===== src/sv/lzd_pkg.sv =====
// ----------------------------------------------------------------------------
// lzd_pkg: shared types and constants of the byte decompressor
// Command format between the token parser and the copy engine, the engine
// state codes and the header magic.
// ----------------------------------------------------------------------------
package lzd_pkg;

   localparam int WINDOW_SIZE      = 4096;
   localparam int WINDOW_BITS      = $clog2(WINDOW_SIZE);
   localparam int BYTES_PER_RESULT = 8;
   localparam int HEADER_LEN       = 16;
   localparam int CMD_QUEUE_DEPTH  = 4;
   localparam int RUN_BITS         = 9;
   localparam logic [7:0] LONG_RUN_BASE = 8'h12;

   // Kind of work one input item asks of the copy engine.
   typedef enum logic [1:0] {
      CMD_NONE,
      CMD_HDR,
      CMD_LIT,
      CMD_COPY
   } cmd_kind_type;

   typedef struct packed {
      cmd_kind_type           kind;
      logic                   first;
      logic [3:0]             hpos;
      logic [7:0]             data;
      logic [RUN_BITS-1:0]    len;
      logic [WINDOW_BITS-1:0] distance;
   } cmd_type;

   typedef enum logic [2:0] {
      B_IDLE,
      B_PREP1,
      B_PREP2,
      B_READ,
      B_WRITE,
      B_PUSH
   } back_state_type;

   localparam logic [1:0] ST_OK       = 2'd0;
   localparam logic [1:0] ST_BAD_MAGIC = 2'd1;
   localparam logic [1:0] ST_BAD_SKIP = 2'd2;

   // Expected magic byte at header positions zero to three.
   function automatic logic [7:0] magic_byte(input logic [1:0] idx);
      logic [7:0] m;
      unique case (idx)
         2'd0: m = 8'h59;
         2'd1: m = 8'h61;
         2'd2: m = 8'h7A;
         default: m = 8'h30;
      endcase
      return m;
   endfunction

endpackage


===== src/sv/lzd_fifo.sv =====
// ----------------------------------------------------------------------------
// lzd_fifo: command queue
// A short first-in first-out queue that decouples the parser from the engine.
// ----------------------------------------------------------------------------
module lzd_fifo
   import lzd_pkg::*;
#(
   parameter int DEPTH = CMD_QUEUE_DEPTH
) (
   input  logic    clock,
   input  logic    reset,
   input  logic    push,
   input  cmd_type push_data,
   output logic    full,
   input  logic    pop,
   output logic    not_empty,
   output cmd_type pop_data
);

   localparam int PW = (DEPTH > 1) ? $clog2(DEPTH) : 1;
   localparam int CW = $clog2(DEPTH + 1);

   cmd_type         entry_ff [DEPTH];
   logic [PW-1:0]   wr_ff, wr_in, rd_ff, rd_in;
   logic [CW-1:0]   cnt_ff, cnt_in;

   assign full      = (cnt_ff == CW'(DEPTH));
   assign not_empty = (cnt_ff != '0);
   assign pop_data  = entry_ff[rd_ff];

   // Pointer and fill count update.
   always_comb begin
      wr_in  = wr_ff;
      rd_in  = rd_ff;
      cnt_in = cnt_ff;
      if (push) begin
         wr_in = (wr_ff == PW'(DEPTH - 1)) ? '0 : wr_ff + PW'(1);
      end
      if (pop) begin
         rd_in = (rd_ff == PW'(DEPTH - 1)) ? '0 : rd_ff + PW'(1);
      end
      if (push && !pop) begin
         cnt_in = cnt_ff + CW'(1);
      end else if (pop && !push) begin
         cnt_in = cnt_ff - CW'(1);
      end
   end

   always_ff @(posedge clock) begin
      if (reset) begin
         wr_ff  <= '0;
         rd_ff  <= '0;
         cnt_ff <= '0;
      end else begin
         wr_ff  <= wr_in;
         rd_ff  <= rd_in;
         cnt_ff <= cnt_in;
      end
   end

   always_ff @(posedge clock) begin
      if (push) begin
         entry_ff[wr_ff] <= push_data;
      end
   end

endmodule


===== config.mk =====
export PLATFORM = sky130hd
export DESIGN_NAME = lzd_fifo
export DESIGN_NICKNAME = d
export VERILOG_FILES = /design/src/sv/lzd_pkg.sv /design/src/sv/lzd_fifo.sv
export SDC_FILE = /design/constraint.sdc
export NUM_CORES = 1
export LEC_CHECK = 0
export BUFFER_PORTS_ARGS = -buffer_cell sky130_fd_sc_hd__clkbuf_2
export CELL_PAD_IN_SITES_DETAIL_PLACEMENT = 0
export CELL_PAD_IN_SITES_GLOBAL_PLACEMENT = 1
export CORE_UTILIZATION = 40
export CTS_CLUSTER_DIAMETER = 60
export DETAILED_ROUTE_END_ITERATION = 8
export GPL_ROUTABILITY_DRIVEN = 0
export PLACE_DENSITY = 0.61
export SETUP_SLACK_MARGIN = 0.3
export SYNTH_ARGS = -nofsm -noshare
export SYNTH_HDL_FRONTEND = slang
export SYNTH_SLANG_ARGS = --single-unit

===== constraint.sdc =====
create_clock -name clock -period 2.1 [get_ports clock]
set_input_delay 0.105 -clock clock [delete_from_list [all_inputs] [get_ports clock]]
set_output_delay 0.105 -clock clock [all_outputs]
set_load 0.01 [all_outputs]

# Yosys cells after proc, flatten, opt, wreduce, memory -nomap -nowiden
# Memories as Yosys holds them, arrays and structs flattened. A register that Yosys moved wholly into a read port is not among the register bits.
# Index checks and enable logic that the tools add are counted.
totals:
  reg_bits: 7
  ramBits: 144
  out_inout_bits: 38
  n_memories: 1
  wordCells: 25
memory_table:
  columns: ["name", "words", "word_bits", "read_ports", "rd_clocked_by_memory_dff", "wr", "line_no", "text"]
  rows:
  - ["entry_ff", 4, 36, 1, 1, 1, "lzd_fifo.sv:23", "cmd_type entry_ff [DEPTH];"]
classes:
  n_eq_ne: 3
  n_addsub: 4
  mux: 8
  n_reduce_logical: 6
ops:
  columns: ["operator", "count"]
  rows:
  - ["2-bit two-way mux", 4]
  - ["3-bit two-way mux", 2]
  - ["2-bit by 1-bit adder with 2-bit output (second input constant)", 2]
  - ["2-bit == test (second input constant)", 2]
  - ["3-bit by 1-bit adder with 3-bit output (second input constant)", 1]
  - ["3-bit == test (second input constant)", 1]
  - ["3-bit nonzero test", 1]
  - ["3-bit by 1-bit subtractor with 3-bit output (second input constant)", 1]
  - ["1-bit logical AND", 2]
  - ["1-bit logical NOT", 2]
  - ["1-bit two-way mux", 2]
  - ["2-bit nonzero test", 1]

# Logic depth before layout (Yosys ltp)
# Gate-level depths: netlist of run 1.
depth:
  word_depth: 4
  depth_mapped: 7
  depth_no_buf: 7

# Worst setup path before layout of run 1
# OpenSTA, ideal clock, no wires.
synth_path:
  path_type: "register to register"
  from: "register wr_ff[0]"
  to: "memory entry_ff[3][0] (netlist name), enable pin"
  setup_time_ns: 0.397
  n_path_buf: 0
  slack_ns: 0.274
  period_less_slack_ns: 1.826
  path_stages_with_launch: 3
  t_arrival_ns: 1.430
  required_ns: 1.703
  path_cell_list: "dfxtp_1 > ha_1 > and2_1"
synth_lines:
  columns: ["item", "line_no", "text"]
  rows:
  - ["start: declaration", "lzd_fifo.sv:24", "logic [PW-1:0] wr_ff, wr_in, rd_ff, rd_in;"]
  - ["start signal: assignment", "lzd_fifo.sv:55", "wr_ff <= wr_in;"]
  - ["end: declaration", "lzd_fifo.sv:23", null]
# Straight into the memory's write port.

==> results.yml, run 1 <==
layout:
  mostFrequentLayoutCells: "sky130_fd_sc_hd__edfxtp_1 (144), sky130_fd_sc_hd__clkbuf_2 (73), sky130_fd_sc_hd__dlygate4sd3_1 (37)"
  synthToLayoutAreaGrowth_pct: 30.2
  layout-drive-gt1-share_pct: 42.0
  final.fill_count: 1128
  layout_commonest_cell: "sky130_fd_sc_hd__edfxtp_1"
  fin_nets: 417
  antennaDiodeCount: 0
  postLayoutCoreUtil_pct: 53.4
clock_network:
  post_cts_buffers: 0
  clkSlewWorstSetupHoldPaths_ns: 0.06
  clock_tree.htree_level_count: 4
  worstSkewPairLatency_ns: 0.40
  clock_buffer_count_from_cts: 17
  cts.root.buffer_cell: "sky130_fd_sc_hd__clkbuf_16"
  clock_path_buffers: 2
  clock_sinks: 153
  tritoncts_clock_tree: "done"
pwr:
  netSwitchingFraction_pct: 20.3
  power.share.clock_pct: 42.3
  sequential_fraction_of_design_power_pct: 48.3
  power.combinational.fraction_pct: 9.4
  power_density_cells_nw_per_um2: 988
  report.power.total_mw: 7.32
  leakagePower_nw: 2.61
  worst_ir_drop_vdd_mv: 0.550
  cellInternalPower_mw: 5.83
  netSwitchingPower_mw: 1.49
logic_synthesis:
  synth.avg_cell_area_sq_um: 24.5
  synth_ff_type: "sky130_fd_sc_hd__edfxtp_1"
  postSynthCellCount: 232
  synth_cell_types: 19
  synth_edf_count: 144
  yosys_warnings: 0
  share_of_synthesized_registers_carrying_an_async_set_or_reset_pct: 0
  synth.net_count: 279
  yosysSeqAreaShare_pct: 79.2
  synth-seq-cells: 153
  mappedNetlistArea_sq_um: 5690
timing:
  rsz0062_at_grt: "true"
  fin_skew_ns: 0.00456
  highest_attainable_clock_frequency_ghz: 0.545
  timing.max_slew.rel_slack_pct: 73.0
  final.setup.tns_ns: 0
  slew_viol_final: 0
  layout_min_cycle_time_ns: 1.83
  final_report_setup_violation_count: 0
  worstMarginPinSlew_ns: 0.405
  final.period_utilization_pct: 87.4
  fin_hold_viols: 0
grt:
  grt_antenna_before_repair: 0
  grt_start_max_net_pins: 37
  grt-ovfl-total: 0
  grt_resource_usage_total_pct: 14.2
  first_pass_grt_wire_length_microns: 14800
  via_count_of_the_first_global_routing_pass: 2833
job:
  timing.max_cap.violations: 0
routing:
  routed_via_density: 4.81
  via_count: 2708
  final_antenna_net_count: 0
  post_drt_wl_per_cell_microns: 17.4
  totalWireLength_microns: 9800
  drc: 0
  first_pass_iters: 4
  drt_iter0_drc: 149
worst_setup_path:
  timing.reg2reg.setup_slack_ns: 0.63
  critPathLaunchType: "flip-flop"
  startpoint_of_the_worst_register_to_register_path: "cnt_ff[0]"
  r2r-end: "cnt_ff[2]"
  reg2reg_depth: 4
  crit_required_ns: 2.00
  critical_path_fanout_max: 9
  slowest_delay_ns: 0.51
  timing.setup.critical_path_class: "flip-flop to output pin"
  endpoint_kind: "output pin"
  worst_path_max_delay_cell: "sky130_fd_sc_hd__mux4_2"
  worst-endpoint-arrival_ns: 1.73
  timing.critical_path.cells: "clkbuf_16 > mux4_2 > clkbuf_2"
die:
  chipWidth_microns: 121
  die_y_microns: 121
  initial_core_util_pct: 41.0
  core_area_sq_um: 13900
  top_level_ports: 78
  rows: 43
  die_area_sq_um: 14700
worst_hold_path:
  whs_path_depth: 3
  path_class_of_the_lowest_slack_min_delay_path: "primary input to flip-flop"
  hold_start: "pop"
  min_delay_worst_endpoint: "rd_ff[1]"
place:
  port_buffers: 77
  dp.final_hpwl_microns: 5700
outcome:
  status: "completed"
==> through the flow <==
stage	worst slack (ns)	cells	hold WS, ns	area (sq um)
2_1_floorplan	0.300	232	0.174	5690
3_3_place_gp	0.550	491	0.321	6330
3_5_place_dp	0.494	491	0.328	6330
4_1_cts	0.229	560	0.0135	7330
5_1_grt	0.204	563	0.0660	7410
6_report	0.265	563	0.0274	7410
==> routing by layer <==
metal / share of wire (%) / vias up / global-route usage (%) / wire, microns
met5: 0 / - / 0 / 0
met4: 0.62 / 0 / 4.40 / 61
met3: 4.3 / 6 / 4.61 / 421
met2: 51 / 54 / 23.1 / 4950
met1: 45 / 1397 / 17.9 / 4370
li1: - / 1251 / - / -
==> cell families after synthesis <==
| family | count (synthesis) | synth area share [%] |
|---|---|---|
| compound gates | 3 | 0.264 |
| xor+xnor | 2 | 0.308 |
| fa+ha+maj | 7 | 1.67 |
| buf+inv | 12 | 1.87 |
| flops | 153 | 79.2 |
| mux | 40 | 15.3 |
| simple gates | 15 | 1.39 |
==> registers in the layout, indices dropped and copies added (netlist names), named ones only <==
register	flops
cnt_ff	3
entry_ff	144
rd_ff	2
wr_ff	2
==> layout make-up <==
type / instances / area (sq um) / area share (%)
clock buffers: 20 / 437 / 5.89
multi-input cells: 67 / 1060 / 14.3
inverters: 4 / 15.0 / 0.203
repair buffers: 127 / 987 / 13.3
clock inverters: 12 / 174 / 2.35
flip-flops and latches: 153 / 4510 / 60.9
well taps: 180 / 225 / 3.04
==> power by group through the flow <==
stage | Sequential (mW) | Combinational, mW | Clock (mW)
after floorplan | 3.58 | 0.366 | 0
after global placement | 3.59 | 0.605 | 0
after detailed placement | 3.60 | 0.610 | 0
after CTS | 3.53 | 0.672 | 3.16
after global routing | 3.55 | 0.757 | 3.26
final | 3.54 | 0.690 | 3.10
==> critical path: cells and delay by family, from the launching register on <==
family,cells,cell delay [ns]
flip-flops,1,0.45
multiplexers,1,0.51
buffers and inverters,2,0.36
==> repair_timing <==
action                     CTS  global route
hold buffers                37             0
hold endpoints to repair   153             0
resized for setup            5            15
cloned                       0             3
pin swaps                    0             0
setup endpoints to repair   36            35
==> cell usage after synthesis, drive strengths merged (2+ instances only) <==
| master | instances | share of area, % |
|---|---|---|
| ha | 6 | 1.3 |
| buf | 7 | 1.5 |
| mux4 | 36 | 15 |
| dfxtp | 9 | 3.2 |
| or3 | 2 | 0.22 |
| mux2i | 4 | 0.70 |
| a21oi | 2 | 0.18 |
| nor3b | 2 | 0.26 |
| edfxtp | 144 | 76 |
| xor2 | 2 | 0.31 |
| inv | 4 | 0.26 |
| and2 | 4 | 0.44 |
| nor2 | 7 | 0.46 |
==> worst max path at each step <==
| stage | cells past startpoint | to | slack [ns] |
|---|---|---|---|
| global route | 3 | pop_data[31] | 0.20 |
| floorplan | 2 | entry_ff[1][0] | 0.30 |
| finish | 3 | pop_data[31] | 0.27 |
| CTS | 3 | pop_data[16] | 0.23 |
| global placement | 3 | pop_data[29] | 0.55 |
| detailed placement | 7 | cnt_ff[2] | 0.49 |
No activity file was read; power rests on OpenSTA's default activity.
==> inputs of run 2 (changes only) <==
==> constraint.sdc (replaced) <==
create_clock -name clock -period 2.1 [get_ports clock]
set_input_delay 0.21 -clock clock [delete_from_list [all_inputs] [get_ports clock]]
set_output_delay 0.21 -clock clock [all_outputs]
set_load 0.01 [all_outputs]
==> run 2 against run 1 <==
Effect of this change: final area shrank 3.3%; sequential power is essentially flat; utilization shrank 1.8 points; critical path type unchanged; largest power group unchanged; critical path depth grew 1; critical endpoint is now pop_data[20]; fmax shrank 5.2%; worst hold slack lost 0.012 ns; routed wire length grew 2.0%; clock skew grew 0.0029 ns; die area is the same; worst setup slack lost 0.10 ns.
==> results.yml, run 2 (same netlist as run 1, synthesis figures left out) <==
clock_network:
  clock_sinks: 153
  clock_tree.htree_level_count: 4
  clkSlewWorstSetupHoldPaths_ns: 0.06
  tritoncts_clock_tree: "done"
  clock_path_buffers: 2
  clock_buffer_count_from_cts: 17
  cts.root.buffer_cell: "sky130_fd_sc_hd__clkbuf_16"
  worstSkewPairLatency_ns: 0.41
worst_hold_path:
  whs_path_depth: 1
  path_class_of_the_lowest_slack_min_delay_path: "primary input to flip-flop"
  hold_start: "push_data[10]"
worst_setup_path:
  critical_path_fanout_max: 5
  worst-endpoint-arrival_ns: 1.73
  timing.setup.critical_path_class: "flip-flop to output pin"
  startpoint_of_the_worst_register_to_register_path: "wr_ff[0]"
  timing.reg2reg.setup_slack_ns: 0.55
  crit_required_ns: 1.89
  endpoint_kind: "output pin"
  reg2reg_depth: 4
  critPathLaunchType: "flip-flop"
die:
  rows: 43
  chipWidth_microns: 121
  die_y_microns: 121
  initial_core_util_pct: 41.0
  core_area_sq_um: 13900
  top_level_ports: 78
  die_area_sq_um: 14700
grt:
  grt_antenna_before_repair: 1
  grt-ovfl-total: 0
  first_pass_grt_wire_length_microns: 15200
  grt_start_max_net_pins: 37
  grt_resource_usage_total_pct: 15.0
  via_count_of_the_first_global_routing_pass: 2801
layout:
  fin_nets: 396
  layout_commonest_cell: "sky130_fd_sc_hd__edfxtp_1"
  synthToLayoutAreaGrowth_pct: 25.9
  layout-drive-gt1-share_pct: 46.1
  max_flop_register: "entry_ff"
  final_instance_area_sq_um: 7160
  postLayoutCoreUtil_pct: 51.6
  largest_registers: "entry_ff x144, cnt_ff x3"
  mostFrequentLayoutCells: "sky130_fd_sc_hd__edfxtp_1 (144), sky130_fd_sc_hd__clkbuf_2 (72), sky130_fd_sc_hd__mux4_2 (34)"
  largest_register_ffs: 144
  count_of_non_filler_cells_in_the_finished_layout: 543
  final.fill_count: 1152
timing:
  fin_hold_viols: 0
  highest_attainable_clock_frequency_ghz: 0.517
  rsz0062_at_grt: "true"
  fin_skew_ns: 0.00745
  timing.max_slew.rel_slack_pct: 75.3
  layout_min_cycle_time_ns: 1.94
  worstMarginPinSlew_ns: 0.371
  final.setup.tns_ns: 0
  final_report_setup_violation_count: 0
  final.period_utilization_pct: 92.1
  slew_viol_final: 0
routing:
  first_pass_iters: 4
  totalWireLength_microns: 9990
  drc: 0
  final_antenna_net_count: 0
  via_count: 2655
  routed_via_density: 4.89
  post_drt_wl_per_cell_microns: 18.4
  drt_iter0_drc: 128
place:
  placed_cell_area_sq_um: 6340
  port_buffers: 77
  dp_cells: 494
  dp.final_hpwl_microns: 6120
pwr:
  sequential_fraction_of_design_power_pct: 49.2
  worst_ir_drop_vdd_mv: 0.495
  netSwitchingFraction_pct: 20.4
  power.combinational.fraction_pct: 9.3
  power.share.clock_pct: 41.6
  power_density_cells_nw_per_um2: 1000
  netSwitchingPower_mw: 1.46
  cellInternalPower_mw: 5.73
  leakagePower_nw: 2.53
outcome:
  status: "completed"
job:
  timing.max_cap.violations: 0
[run 2: final cells by class]
cell class,instances,area (sq um),area share [%]
timing repair buffer,106,747,10.4
multi-input combinational,67,1070,14.9
clock inverter,7,90.1,1.26
inverter,4,15.0,0.210
antenna,1,2.50,0.0349
clock buffer,25,505,7.06
tap,180,225,3.14
sequential,153,4510,62.9
[run 2: through the flow]
| stage | hold slack (ns) | setup WS, ns | power [mW] |
|---|---|---|---|
| after floorplan | 0.279 | 0.300 | 3.95 |
| after global placement | 0.426 | 0.364 | 4.20 |
| after detailed placement | 0.433 | 0.372 | 4.21 |
| after CTS | 0.000585 | 0.117 | 7.26 |
| after global routing | 0.00143 | 0.113 | 7.45 |
| final | 0.0155 | 0.165 | 7.19 |
[run 2: worst max-delay path, cell delays in order (launching register included)]
cell and delay [ns]:
sky130_fd_sc_hd__dfxtp_4 0.39, sky130_fd_sc_hd__buf_12 0.12, sky130_fd_sc_hd__clkbuf_16 0.15, sky130_fd_sc_hd__mux4_2 0.51
sky130_fd_sc_hd__buf_6 0.14
[run 2: metal layers]
layer / part of all wire, % / vias to the layer above / wire [microns] / track usage [%]
li1: - / 1212 / - / -
met4: 2.1 / 0 / 206 / 7.87
met3: 5.0 / 16 / 504 / 5.36
met1: 42 / 1369 / 4170 / 17.8
met5: 0 / - / 0 / 0
met2: 51 / 58 / 5110 / 24.1
[run 2: power by group through the flow]
stage	Sequential, mW	Clock (mW)	Combinational, mW
global placement	3.60	0	0.600
detailed placement	3.60	0	0.610
global route	3.55	3.17	0.736
finish	3.53	2.99	0.667
CTS	3.54	3.06	0.666
floorplan	3.58	0	0.366
[run 2: what timing repair did]
item / 4_1_cts / 5_1_grt
resized for setup: 6 / 10
setup endpoints to repair: 36 / 36
hold endpoints to repair: 30 / 0
hold buffers: 8 / 0
cloned: 2 / 1
setup buffers: 3 / 2
[run 2: path summary, 6_finish.rpt]
kind                          end
hold / removal    entry_ff[1][10]
setup reg to reg   entry_ff[0][4]
hold reg to reg         cnt_ff[2]
setup / recovery     pop_data[20]
