$ cat src/sv/lzd_pkg.sv
// ----------------------------------------------------------------------------
// lzd_pkg: shared types and constants of the byte decompressor
// Command format between the token parser and the copy engine, the engine
// state codes and the header magic.
// ----------------------------------------------------------------------------
package lzd_pkg;

   localparam int WINDOW_SIZE      = 4096;
   localparam int WINDOW_BITS      = $clog2(WINDOW_SIZE);
   localparam int BYTES_PER_RESULT = 8;
   localparam int HEADER_LEN       = 16;
   localparam int CMD_QUEUE_DEPTH  = 4;
   localparam int RUN_BITS         = 9;
   localparam logic [7:0] LONG_RUN_BASE = 8'h12;

   // Kind of work one input item asks of the copy engine.
   typedef enum logic [1:0] {
      CMD_NONE,
      CMD_HDR,
      CMD_LIT,
      CMD_COPY
   } cmd_kind_type;

   typedef struct packed {
      cmd_kind_type           kind;
      logic                   first;
      logic [3:0]             hpos;
      logic [7:0]             data;
      logic [RUN_BITS-1:0]    len;
      logic [WINDOW_BITS-1:0] distance;
   } cmd_type;

   typedef enum logic [2:0] {
      B_IDLE,
      B_PREP1,
      B_PREP2,
      B_READ,
      B_WRITE,
      B_PUSH
   } back_state_type;

   localparam logic [1:0] ST_OK       = 2'd0;
   localparam logic [1:0] ST_BAD_MAGIC = 2'd1;
   localparam logic [1:0] ST_BAD_SKIP = 2'd2;

   // Expected magic byte at header positions zero to three.
   function automatic logic [7:0] magic_byte(input logic [1:0] idx);
      logic [7:0] m;
      unique case (idx)
         2'd0: m = 8'h59;
         2'd1: m = 8'h61;
         2'd2: m = 8'h7A;
         default: m = 8'h30;
      endcase
      return m;
   endfunction

endpackage

$ cat src/sv/lzd_front.sv
// ----------------------------------------------------------------------------
// lzd_front: header and token parser
// Tracks header position, flag bits and multi-byte back-reference tokens and
// turns each input item into one command for the copy engine.
// ----------------------------------------------------------------------------
module lzd_front
   import lzd_pkg::*;
(
   input  logic       clock,
   input  logic       reset,
   input  logic       take,
   input  logic [7:0] in_byte,
   input  logic       in_first,
   output cmd_type    cmd
);

   logic [4:0]             hpos_ff, hpos_in, hpos_base;
   logic [7:0]             flags_ff, flags_in, flags_base;
   logic [3:0]             fleft_ff, fleft_in, fleft_base;
   logic [1:0]             phase_ff, phase_in, phase_base;
   logic [3:0]             nib_ff, nib_in, nib_base;
   logic [WINDOW_BITS-1:0] pdist_ff, pdist_in, pdist_base;

   // A first item restarts parsing from clean state.
   always_comb begin
      hpos_base  = in_first ? 5'd0 : hpos_ff;
      flags_base = in_first ? 8'd0 : flags_ff;
      fleft_base = in_first ? 4'd0 : fleft_ff;
      phase_base = in_first ? 2'd0 : phase_ff;
      nib_base   = in_first ? 4'd0 : nib_ff;
      pdist_base = in_first ? '0 : pdist_ff;
   end

   // Classify the byte and advance the token state.
   always_comb begin
      hpos_in  = hpos_base;
      flags_in = flags_base;
      fleft_in = fleft_base;
      phase_in = phase_base;
      nib_in   = nib_base;
      pdist_in = pdist_base;
      cmd.kind  = CMD_NONE;
      cmd.first = in_first;
      cmd.hpos  = hpos_base[3:0];
      cmd.data  = in_byte;
      cmd.len   = '0;
      cmd.distance = pdist_base | WINDOW_BITS'(in_byte);
      if (hpos_base < 5'(HEADER_LEN)) begin
         cmd.kind = CMD_HDR;
         hpos_in  = hpos_base + 5'd1;
      end else begin
         priority case (phase_base)
            2'd1: begin
               if (nib_base != 4'd0) begin
                  cmd.kind = CMD_COPY;
                  cmd.len  = RUN_BITS'(nib_base) + RUN_BITS'(2);
                  phase_in = 2'd0;
               end else begin
                  phase_in = 2'd2;
               end
               pdist_in = pdist_base | WINDOW_BITS'(in_byte);
            end
            2'd2: begin
               cmd.kind = CMD_COPY;
               cmd.distance = pdist_base;
               cmd.len  = RUN_BITS'(in_byte) + RUN_BITS'(LONG_RUN_BASE);
               phase_in = 2'd0;
            end
            default: begin
               phase_in = 2'd0;
               if (fleft_base == 4'd0) begin
                  flags_in = in_byte;
                  fleft_in = 4'd8;
               end else begin
                  flags_in = {flags_base[6:0], 1'b0};
                  fleft_in = fleft_base - 4'd1;
                  if (flags_base[7]) begin
                     cmd.kind = CMD_LIT;
                  end else begin
                     nib_in   = in_byte[7:4];
                     pdist_in = {in_byte[3:0], 8'h00};
                     phase_in = 2'd1;
                  end
               end
            end
         endcase
      end
   end

   always_ff @(posedge clock) begin
      if (reset) begin
         hpos_ff  <= '0;
         flags_ff <= '0;
         fleft_ff <= '0;
         phase_ff <= '0;
         nib_ff   <= '0;
         pdist_ff <= '0;
      end else if (take) begin
         hpos_ff  <= hpos_in;
         flags_ff <= flags_in;
         fleft_ff <= fleft_in;
         phase_ff <= phase_in;
         nib_ff   <= nib_in;
         pdist_ff <= pdist_in;
      end
   end

endmodule

$ cat config.mk
export PLATFORM = sky130hd
export DESIGN_NAME = lzd_front
export DESIGN_NICKNAME = d
export VERILOG_FILES = /design/src/sv/lzd_pkg.sv /design/src/sv/lzd_front.sv
export SDC_FILE = /design/constraint.sdc
export NUM_CORES = 1
export LEC_CHECK = 0
export BUFFER_PORTS_ARGS = -buffer_cell sky130_fd_sc_hd__buf_4
export CAP_MARGIN = 0
export CORE_UTILIZATION = 53
export DETAILED_ROUTE_END_ITERATION = 16
export PLACE_DENSITY = 0.79
export SLEW_MARGIN = 10
export SYNTH_ARGS = -nofsm -noshare
export SYNTH_HDL_FRONTEND = slang
export SYNTH_SLANG_ARGS = --single-unit
export TNS_END_PERCENT = 10
$ cat constraint.sdc
create_clock -name clock -period 3.8 [get_ports clock]
set_input_delay 0.95 -clock clock [delete_from_list [all_inputs] [get_ports clock]]
set_output_delay 0.95 -clock clock [all_outputs]
set_load 0.02 [all_outputs]
After elaboration in Yosys (flattened, before gate mapping):

Index checks and enable logic that the tools add are counted.

* register bits: 35
* input port bits: 12
* output and inout port bits: 36
* logic and storage cells: 52

* add/sub/neg operators: 4
* magnitude comparators: 1
* equality and inequality tests: 2
* muxes and demuxes: 35
* bitwise gates (word level): 1
* reductions and logical operators: 3

Operators by type and width (count)
* two-way mux 12 bit: 5
* two-way mux 4 bit: 9
* two-way mux 8 bit: 4
* one-hot mux 12 bit (2 select lines): 1
* two-way mux 21 bit: 1
* one-hot mux 9 bit (2 select lines): 1
* two-way mux 5 bit: 3
* two-way mux 2 bit: 7
* bitwise OR 12 x 8 -> 12 bit: 1
* adder 8 x 5 -> 9 bit, second input constant: 1
* one-hot mux 2 bit (2 select lines): 2
* adder 4 x 2 -> 5 bit, second input constant: 1
* adder 5 x 1 -> 5 bit, second input constant: 1
* < comparator 5 bit, second input constant: 1
* zero test 4 bit: 1
* nonzero test 4 bit: 1
* subtractor 4 x 1 -> 4 bit, second input constant: 1
* == test 2 x 1 -> 1 bit, second input constant: 1
* == test 2 bit, second input constant: 1
* two-way mux 1 bit: 2
* OR reduction 2 bit: 1

Depth between registers and ports, before layout:

Gate-level depths: netlist (run 1).

* depth after elaboration: 5
* depth in mapped cells: 11
* gate-level depth less buffers: 8

Worst setup path after synthesis (run 1):

Ideal clock, no wire load.

* path kind: input port to output port
* start: input in_first
* end: output cmd[20] (netlist name)
* arrival time: 2.985 ns
* data required time: 2.850 ns
* slack: -0.135 ns
* stages: 9
* path buffers: 3
* cells stage by stage: clkbuf_1 inv_1 clkbuf_1 nand2_1 inv_1 ha_1 clkbuf_1 or2_2 nor3_1

RTL lines
* start: declaration: line lzd_front.sv:13 `input logic in_first,`
* end: declaration: line lzd_front.sv:14 `output cmd_type cmd`

==> impl_metrics.ini, run 1 <==
[status]
outcome = finished clean

[pwr]
finalPower_mw = 0.7086
clkPwrFrac = 0.346
power.switching_mw = 0.1827
power.internal_mw = 0.5259
p_sw_frac = 0.2579
leakagePower_nw = 1.014
max-vdd-ir-drop_v = 0.0002487
cellPowerDensity_mw_per_mm2 = 294.1
power.sequential.fraction = 0.521
power_frac_comb = 0.134

[synthesis]
syn-instance-count = 244
synth_top_cells_by_area = sky130_fd_sc_hd__dfxtp_1 (35%), sky130_fd_sc_hd__a22o_1 (7.8%), sky130_fd_sc_hd__o21ai_0 (4.5%), sky130_fd_sc_hd__buf_4 (4.1%), sky130_fd_sc_hd__nand2_1 (4.1%)
syn_nets = 261
yosys_warnings = 0
synth-edff-count = 0
ys.flop_type = sky130_fd_sc_hd__dfxtp_1
ys_seq_area_frac = 0.3478
largest_area_contributor_in_the_netlist = sky130_fd_sc_hd__dfxtp_1
yosys.area.top_type_share = 0.3478
postSynthAreaPerCell_um2 = 8.256
synth-seq-cells = 35
synth.cells.most_frequent = sky130_fd_sc_hd__dfxtp_1 (35), sky130_fd_sc_hd__nand2_1 (22), sky130_fd_sc_hd__a22o_1 (18), sky130_fd_sc_hd__nor2_1 (18), sky130_fd_sc_hd__o21ai_0 (18)
postSynth.asyncResetShare = 0
synth.most_common_cell = sky130_fd_sc_hd__dfxtp_1
post_synth_instance_area_mm2 = 0.002014
post_synth_num_cell_types = 47

[floorplanning]
vertical_extent_of_the_die_um = 63.65
initial_core_util = 0.5502
die_area_mm2 = 0.004051
design.portCount = 48
fp.dieW_um = 63.65
floorplan.core_area_mm2 = 0.003661
rows = 22

[placement]
post-dp-hpwl_mm = 3.609
port-buffer-count = 47
place_congestion = 0.8735
detailedPlace.worstSlack_ns = 0.3355

[critical_path]
critPathKind = input pin to primary output
rr_startpoint = phase_ff[1]$_SDFFE_PP0P_
timing.critical_path.arrival_ns = 2.52
crit_path_end_kind = primary output
worstPathMaxFanout = 16
r2r_cells = 7
reg2reg_slack_ns = 1.70
critical_path.reg2reg.endpoint = pdist_ff[1]$_SDFFE_PP0P_
critical_path.startpoint_type = input pin
worst_ep_required_time_ns = 2.85

[global_routing]
globalRouteOverflowTotal = 0
number_of_antenna_violations_at_the_first_check_in_global_routing = 0
grt_usage = 0.2676
grt_start_max_net_pins = 22
first_global_vias = 1804
grt_pass1_wl_mm = 8.507

[drt]
drt.antenna.violating_nets = 0
vias_per_cell = 5.852
detail_route.wirelength_mm = 5.006
dr.pass1.iters = 4
drt-wirelength-per-cell_um = 15.40
drt_iter0_markers = 150
route.detailed.drc = 0
routed-via-count = 1902

[clock_tree]
clock_sink_count = 35
cts_max_path_buffers = 2
cts_tree = done
clock_insertion_delay_worst_skew_ns = 0.28
htreeDepth = 2
post-cts-setup-buffer-count = 0
root_buffer = sky130_fd_sc_hd__clkbuf_8
postCtsResizedCells = 0
cts_made_buffers = 5
cts.clk_slew.worst_paths_ns = 0.07
cts_hold_buffers = 0

[finish]
layout-drive-gt1-share = 0.2274
utilization = 0.6582
antenna-diode-count = 0
area_growth_syn_to_layout_pct = 19.63
num-nets-final = 295

[worst_hold_path]
hold_crit_class = flop to flop
holdPathEnd = pdist_ff[11]$_SDFFE_PP0P_
whs_path_depth = 2
worst_hold_startpoint = pdist_ff[11]$_SDFFE_PP0P_

[timing]
fin_hold_ws_ns = 0.4500
period_minus_slack_ns = 3.466
setup_viol_count_final = 0
tightestPinTransition_ns = 0.7495
report.final.hold_viol_count = 0
max_clock_freq_mhz = 288.6
min_period_over_period = 0.9120
fin_worst_skew_ns = 0.003691
max-slew-margin-rel = 0.4962
rsz0062_at_grt = no
setup_slack_ns = 0.3345
timing_max_transition_violations_final = 0

[flow_run]
drv_cap = 0
==> metal layers <==
layer,wire length (um),global-route usage,up-vias
met5,0,0,-
met4,95,0.1080,0
met3,261,0.04891,10
met2,2335,0.4215,61
met1,2313,0.3571,890
li1,-,-,941
==> registers in the layout, indices dropped and copies added (netlist names) <==
name	count
nib_ff	4
pdist_ff	12
hpos_ff	5
fleft_ff	4
flags_ff	8
phase_ff	2
==> metrics by stage <==
step	TNS (ns)	std cells	cell area [um^2]
floorplan	-0.1362	244	2019
global placement	0	319	2337
detailed placement	0	319	2337
CTS	0	325	2410
global route	0	325	2410
finish	0	325	2410
==> worst max path at each step <==
stage	startpoint	to	slack (ns)	cells past startpoint
2_1_floorplan	in_first	cmd[16]	-0.13	9
3_3_place_gp	in_first	cmd[15]	0.41	9
3_5_place_dp	in_first	cmd[13]	0.34	9
4_1_cts	in_first	cmd[13]	0.34	9
5_1_grt	in_first	cmd[13]	0.23	9
6_report	in_first	cmd[13]	0.33	9
==> power groups by stage <==
stage	Combinational (mW)	Clock (mW)	Sequential, mW
global placement	0.0936	0	0.377
detailed placement	0.0941	0	0.377
floorplan	0.0617	0	0.377
CTS	0.0944	0.248	0.369
global route	0.102	0.263	0.369
finish	0.0947	0.245	0.369
==> cells by family after synthesis <==
| family | after synthesis | share of synthesized area |
|---|---|---|
| adder cells (fa/ha/maj) | 5 | 0.03106 |
| flip-flops | 35 | 0.3478 |
| AND/OR/NAND/NOR | 89 | 0.2410 |
| XOR/XNOR | 7 | 0.03044 |
| buffers and inverters | 32 | 0.08074 |
| multiplexers | 7 | 0.03478 |
| AO/OA/AOI/OAI | 69 | 0.2342 |
==> final cells by class <==
type	count	area [um^2]
Clock buffer	6	72.57
Fill cell	332	1251
Inverter	6	22.52
Multi-Input combinational cell	177	1156
Sequential cell	35	700.7
Tap cell	48	60.06
Timing Repair Buffer	53	397.9
==> worst max-delay path: stages <==
cell                      delay (ns)
sky130_fd_sc_hd__buf_4          0.18
sky130_fd_sc_hd__inv_1          0.13
sky130_fd_sc_hd__nand2_1        0.11
sky130_fd_sc_hd__inv_1          0.05
sky130_fd_sc_hd__ha_1           0.32
sky130_fd_sc_hd__nor3b_2        0.35
sky130_fd_sc_hd__nand2_1        0.09
sky130_fd_sc_hd__o22ai_1        0.16
sky130_fd_sc_hd__buf_4          0.17
==> cells in the final DEF, fill, tap and decap left out, types with 2 or more instances in the layout <==
master and n:
sky130_fd_sc_hd__a21o_1 2, sky130_fd_sc_hd__a21oi_1 14, sky130_fd_sc_hd__a22o_1 18, sky130_fd_sc_hd__a22oi_1 4, sky130_fd_sc_hd__a32o_1 2, sky130_fd_sc_hd__and3_1 2
sky130_fd_sc_hd__buf_4 53, sky130_fd_sc_hd__clkbuf_8 5, sky130_fd_sc_hd__dfxtp_1 35, sky130_fd_sc_hd__ha_1 5, sky130_fd_sc_hd__inv_1 6, sky130_fd_sc_hd__mux2i_1 7
sky130_fd_sc_hd__nand2_1 22, sky130_fd_sc_hd__nand2b_1 3, sky130_fd_sc_hd__nand3_1 7, sky130_fd_sc_hd__nand3b_1 3, sky130_fd_sc_hd__nand4_1 2, sky130_fd_sc_hd__nor2_1 18
sky130_fd_sc_hd__nor2b_1 11, sky130_fd_sc_hd__nor3_1 6, sky130_fd_sc_hd__nor4_1 2, sky130_fd_sc_hd__o21ai_0 18, sky130_fd_sc_hd__o31ai_1 2, sky130_fd_sc_hd__or4_1 2
sky130_fd_sc_hd__xnor2_1 3, sky130_fd_sc_hd__xor2_1 4
No activity file was read; power rests on OpenSTA's default activity.
==> run 2: changes to the inputs <==
--- a/config.mk
+++ b/config.mk
@@ -10,6 +10,7 @@
 export CORE_UTILIZATION = 53
 export DETAILED_ROUTE_END_ITERATION = 16
 export PLACE_DENSITY = 0.79
+export RECOVER_POWER = 100
 export SLEW_MARGIN = 10
 export SYNTH_ARGS = -nofsm -noshare
 export SYNTH_HDL_FRONTEND = slang
==> run 2 against run 1 <==
Total power fell by 1.2%. Final cell count did not move. Count of clock-buffer cells in the layout did not move. Critical path depth rose by 1. Routed wire length rose by 0.30%. Highest routed layer unchanged. Non-clock buffer count did not move.
==> impl_metrics.ini, run 2 (synthesis gave the netlist of run 1 again) <==
[drt]
vias_per_cell = 5.803
dr.pass1.iters = 4
drt_iter0_markers = 158
drt-wirelength-per-cell_um = 15.45
routed-via-count = 1886
drt.antenna.violating_nets = 0
detail_route.wirelength_mm = 5.021
route.detailed.drc = 0

[pwr]
leakagePower_nw = 0.8787
max-vdd-ir-drop_v = 0.0002488
cellPowerDensity_mw_per_mm2 = 308.9
finalPower_mw = 0.7003

[critical_path]
worstPathMaxFanout = 16
ordered_cell_list_for_the_critical_path = buf_4 > inv_1 > nand2_1 > inv_1 > ha_1 > nand2_1 > clkbuf_1 > nor2_1 > a32o_1 > clkbuf_2
reg2reg_slack_ns = 1.07
rr_startpoint = phase_ff[1]$_SDFFE_PP0P_
timing.critical_path.arrival_ns = 2.62
cpMaxStageDelayCell = sky130_fd_sc_hd__clkbuf_1
cp_top_family = buffers and inverters
endpoint = cmd[12]
crit_path_end_kind = primary output
r2r_cells = 8
crit_buf_inv = 5
crit_path_max_incr_delay_ns = 0.37
critical_path.startpoint_type = input pin
critPathKind = input pin to primary output
worst_ep_required_time_ns = 2.85
worstSetupPathDepth = 10
timing.critical_path.from = in_first
critical_path.reg2reg.endpoint = nib_ff[3]$_SDFFE_PP0P_

[placement]
post-dp-hpwl_mm = 3.609
detailedPlace.worstSlack_ns = 0.3355
place_congestion = 0.8735
dp.cells = 319
port-buffer-count = 47

[timing]
timing_max_transition_violations_final = 0
setup_viol_count_final = 0
fin_worst_skew_ns = 0.003215
setup_slack_ns = 0.2261
rsz0062_at_grt = no
report.final.hold_viol_count = 0
finalSetupTns_ns = 0
max-slew-margin-rel = 0.1457
period_minus_slack_ns = 3.574
tightestPinTransition_ns = 1.270
min_period_over_period = 0.9405
max_clock_freq_mhz = 279.8

[clock_tree]
cts_max_path_buffers = 2
cts.clk_slew.worst_paths_ns = 0.07
clock_sink_count = 35
clock_insertion_delay_worst_skew_ns = 0.28
htreeDepth = 2
cts_hold_buffers = 0
root_buffer = sky130_fd_sc_hd__clkbuf_8
postCtsResizedCells = 0
cts_made_buffers = 5
cts_tree = done
post-cts-setup-buffer-count = 0

[finish]
largestRegisters = pdist_ff x12, flags_ff x8, hpos_ff x5
num-nets-final = 295
finish.cell_count_without_fillers = 325
layout-drive-gt1-share = 0.09747
largest_register = pdist_ff
layout.filler_cells = 380
antenna-diode-count = 0
area_growth_syn_to_layout_pct = 12.55
mostFrequentLayoutCell = sky130_fd_sc_hd__clkbuf_1
max_ffs_per_register = 12
layout.cells.most_common_list = sky130_fd_sc_hd__clkbuf_1 (36), sky130_fd_sc_hd__dfxtp_1 (35), sky130_fd_sc_hd__nand2_1 (22)

[floorplanning]
initial_core_util = 0.5502
rows = 22
design.portCount = 48
fp.dieW_um = 63.65
die_area_mm2 = 0.004051
vertical_extent_of_the_die_um = 63.65
floorplan.core_area_mm2 = 0.003661

[global_routing]
grt_pass1_wl_mm = 8.507
first_global_vias = 1804
globalRouteOverflowTotal = 0
grt_usage = 0.2676
number_of_antenna_violations_at_the_first_check_in_global_routing = 0
grt_start_max_net_pins = 22

[flow_run]
drv_cap = 0

[status]
outcome = finished clean

[worst_hold_path]
hold_crit_class = flop to flop
[run 2: changes by cell type in the layout (fill, tap and decap cells not counted)]
| cell | previous run | this run |
|---|---|---|
| sky130_fd_sc_hd__nor4_2 | 1 | 0 |
| sky130_fd_sc_hd__clkbuf_1 | 1 | 36 |
| sky130_fd_sc_hd__nor4_1 | 2 | 3 |
| sky130_fd_sc_hd__buf_4 | 53 | 16 |
| sky130_fd_sc_hd__clkbuf_2 | 0 | 2 |
[run 2: area by class of cell]
class / count / area (um^2) / area share
multi-input cells: 177 / 1150 / 0.5072
inverters: 6 / 22.52 / 0.009934
repair buffers: 53 / 261.5 / 0.1153
clock buffers: 6 / 72.57 / 0.03201
flip-flops and latches: 35 / 700.7 / 0.3091
well taps: 48 / 60.06 / 0.02649
[run 2: power by group]
part	leakage (nW)	switching [mW]	internal [mW]	total [mW]
logic	0.559	0.0585	0.0277	0.0862
clock network	0.0371	0.123	0.122	0.245
registers	0.282	0.000851	0.368	0.369
total	0.879	0.182	0.518	0.700
[run 2: worst min path at each step]
stage | from | to | cells after the start
2_1_floorplan | pdist_ff[11]$_SDFFE_PP0P_ | pdist_ff[11]$_SDFFE_PP0P_ | 2
3_3_place_gp | pdist_ff[8]$_SDFFE_PP0P_ | pdist_ff[8]$_SDFFE_PP0P_ | 2
3_5_place_dp | pdist_ff[8]$_SDFFE_PP0P_ | pdist_ff[8]$_SDFFE_PP0P_ | 2
4_1_cts | pdist_ff[8]$_SDFFE_PP0P_ | pdist_ff[8]$_SDFFE_PP0P_ | 2
5_1_grt | phase_ff[1]$_SDFFE_PP0P_ | phase_ff[1]$_SDFFE_PP0P_ | 2
6_report | pdist_ff[8]$_SDFFE_PP0P_ | pdist_ff[8]$_SDFFE_PP0P_ | 2
[run 2: metal layers]
layer | share of wire | GRT usage
met5 | 0 | 0
met4 | 0.019 | 0.1080
met3 | 0.047 | 0.04891
met2 | 0.46 | 0.4215
met1 | 0.48 | 0.3571
[run 2: stage by stage]
step	utilization	area [um^2]	hold WS [ns]
floorplan	-	2019	0.4171
global placement	0.6384	2337	0.4313
detailed placement	0.6384	2337	0.4377
CTS	0.6582	2410	0.4534
global route	0.6193	2267	0.4749
finish	0.6193	2267	0.4493
[run 2: worst register-to-register path: stages, from the launching register on]
cell and delay, ns:
sky130_fd_sc_hd__dfxtp_1 0.31, sky130_fd_sc_hd__nand2_1 0.08, sky130_fd_sc_hd__inv_1 0.05, sky130_fd_sc_hd__ha_1 0.33, sky130_fd_sc_hd__clkbuf_1 0.35, sky130_fd_sc_hd__nand2_1 0.16
sky130_fd_sc_hd__nor4_1 0.98, sky130_fd_sc_hd__a22oi_1 0.22, sky130_fd_sc_hd__nor3_1 0.17
==> run 3: changes to the inputs <==
--- a/config.mk
+++ b/config.mk
@@ -9,7 +9,8 @@
 export CAP_MARGIN = 0
 export CORE_UTILIZATION = 53
 export DETAILED_ROUTE_END_ITERATION = 16
-export PLACE_DENSITY = 0.79
+export GPL_ROUTABILITY_DRIVEN = 0
+export PLACE_DENSITY = 0.83
 export RECOVER_POWER = 100
 export SLEW_MARGIN = 10
 export SYNTH_ARGS = -nofsm -noshare
==> run 3 against run 2 <==
Combinational power shrank 0.9%. Utilization shrank 0.20 points. Fmax grew 0.61%. Die area is the same. Largest cell class unchanged. Sequential cell count is the same. Critical path type unchanged. Non-clock buffer count shrank 1. Setup slack gained 0.022 ns. Critical endpoint is now cmd[15].
==> impl_metrics.ini, run 3 (synthesis gave the netlist of run 1 again) <==
[status]
outcome = finished clean

[finish]
mostFrequentLayoutCell = sky130_fd_sc_hd__clkbuf_1
area_growth_syn_to_layout_pct = 12.17
finish.cell_count_without_fillers = 324
largest_register = pdist_ff
num-nets-final = 294
layout-drive-gt1-share = 0.09058
antenna-diode-count = 0
largestRegisters = pdist_ff x12, flags_ff x8, hpos_ff x5
max_ffs_per_register = 12
layout.cells.most_common_list = sky130_fd_sc_hd__clkbuf_1 (36), sky130_fd_sc_hd__dfxtp_1 (35), sky130_fd_sc_hd__nand2_1 (22)
cell_area_after_layout_mm2 = 0.002260

[pwr]
leakagePower_nw = 0.8748
max-vdd-ir-drop_v = 0.0002520
finalPower_mw = 0.6943
cellPowerDensity_mw_per_mm2 = 307.2

[critical_path]
critical-path-top-cell-by-count = sky130_fd_sc_hd__inv_1
timing.critical_path.arrival_ns = 2.60
worstSetupPathDepth = 9
critPathKind = input pin to primary output
crit_buf_inv = 4
crit_path_max_incr_delay_ns = 0.36
cpMaxStageDelayCell = sky130_fd_sc_hd__nor3b_1
r2r_cells = 8
crit_path_end_kind = primary output
cp_top_family = simple AND/OR/NAND/NOR gates
ordered_cell_list_for_the_critical_path = buf_4 > inv_1 > nand2_1 > inv_1 > ha_1 > nor3b_1 > a22oi_1 > nor3_1 > clkbuf_1
worst_ep_required_time_ns = 2.85
worstPathMaxFanout = 16
critical_path.startpoint_type = input pin

[clock_tree]
root_buffer = sky130_fd_sc_hd__clkbuf_8
post-cts-setup-buffer-count = 0
cts_made_buffers = 5
cts_max_path_buffers = 2
clock_insertion_delay_worst_skew_ns = 0.28
cts_hold_buffers = 0
cts_tree = done
htreeDepth = 2
postCtsResizedCells = 0
cts.clk_slew.worst_paths_ns = 0.06
clock_sink_count = 35

[placement]
placedInstanceArea_mm2 = 0.002330
post-dp-hpwl_mm = 3.619
dp.cells = 318
port-buffer-count = 47

[floorplanning]
design.portCount = 48
fp.dieW_um = 63.65
rows = 22
initial_core_util = 0.5502
floorplan.core_area_mm2 = 0.003661
vertical_extent_of_the_die_um = 63.65
die_area_mm2 = 0.004051

[drt]
detail_route.wirelength_mm = 4.997
vias_per_cell = 5.904
drt_iter0_markers = 122
routed-via-count = 1913
route.detailed.drc = 0
dr.pass1.iters = 4
drt.antenna.violating_nets = 0
drt-wirelength-per-cell_um = 15.42

[timing]
tightestPinTransition_ns = 1.190
rsz0062_at_grt = no
period_minus_slack_ns = 3.552
timing_max_transition_violations_final = 0
report.final.hold_viol_count = 0
max_clock_freq_mhz = 281.5
fin_hold_ws_ns = 0.4507
min_period_over_period = 0.9348
fin_worst_skew_ns = 0.003720
max-slew-margin-rel = 0.1991
setup_viol_count_final = 0

[worst_hold_path]
hold_crit_class = flop to flop
whs_path_depth = 2

[global_routing]
grt_pass1_wl_mm = 8.459
globalRouteOverflowTotal = 0
grt_usage = 0.2691
number_of_antenna_violations_at_the_first_check_in_global_routing = 0
grt_start_max_net_pins = 22
first_global_vias = 1794

[flow_run]
drv_cap = 0
run 3: layer usage:
| metal | track usage | vias to the layer above | part of all wire | routed length (um) |
|---|---|---|---|---|
| li1 | - | 938 | - | - |
| met1 | 0.3522 | 915 | 0.46 | 2285 |
| met2 | 0.4295 | 49 | 0.48 | 2403 |
| met3 | 0.05797 | 11 | 0.043 | 215 |
| met4 | 0.09943 | 0 | 0.018 | 92 |
| met5 | 0 | - | 0 | 0 |
run 3: where the power goes:
part | leakage [nW] | internal (mW) | switching (mW)
Sequential | 0.282 | 0.368 | 0.000747
Clock | 0.0371 | 0.122 | 0.118
Combinational | 0.556 | 0.0268 | 0.0587
Total | 0.875 | 0.517 | 0.177
run 3: per-stage QoR:
| stage | worst slack, ns | util | setup TNS (ns) |
|---|---|---|---|
| final | 0.2477 | 0.6172 | 0 |
| after floorplan | -0.1332 | - | -0.1362 |
| after CTS | 0.3369 | 0.6562 | 0 |
| after global placement | 0.3946 | 0.6364 | 0 |
| after detailed placement | 0.3505 | 0.6364 | 0 |
| after global routing | 0.1064 | 0.6172 | 0 |
run 3: worst register-to-register path, delay by kind of cell, from the launching register on:
kind                       cells  cell delay (ns)
adders and majority gates      1             0.32
AOI/OAI and AO/OA              1             0.22
buffers and inverters          2             0.39
and+or+nand+nor                4             1.35
DFF                            1             0.31
run 3: worst paths after layout:
check,start,endpoint,slack (ns)
hold reg to reg,flags_ff[4]$_SDFFE_PP0P_,flags_ff[4]$_SDFFE_PP0P_,0.45
hold / removal,flags_ff[4]$_SDFFE_PP0P_,flags_ff[4]$_SDFFE_PP0P_,0.45
setup reg to reg,phase_ff[1]$_SDFFE_PP0P_,nib_ff[3]$_SDFFE_PP0P_,1.12
setup / recovery,in_first,cmd[15],0.25
run 3: area by class of cell:
| type | instances | area (um^2) |
|---|---|---|
| tap | 48 | 60.06 |
| fill | 372 | 1401 |
| sequential | 35 | 700.7 |
| inverter | 6 | 22.52 |
| multi-input combinational | 177 | 1145 |
| timing repair buffer | 52 | 259.0 |
| clock buffer | 6 | 72.57 |
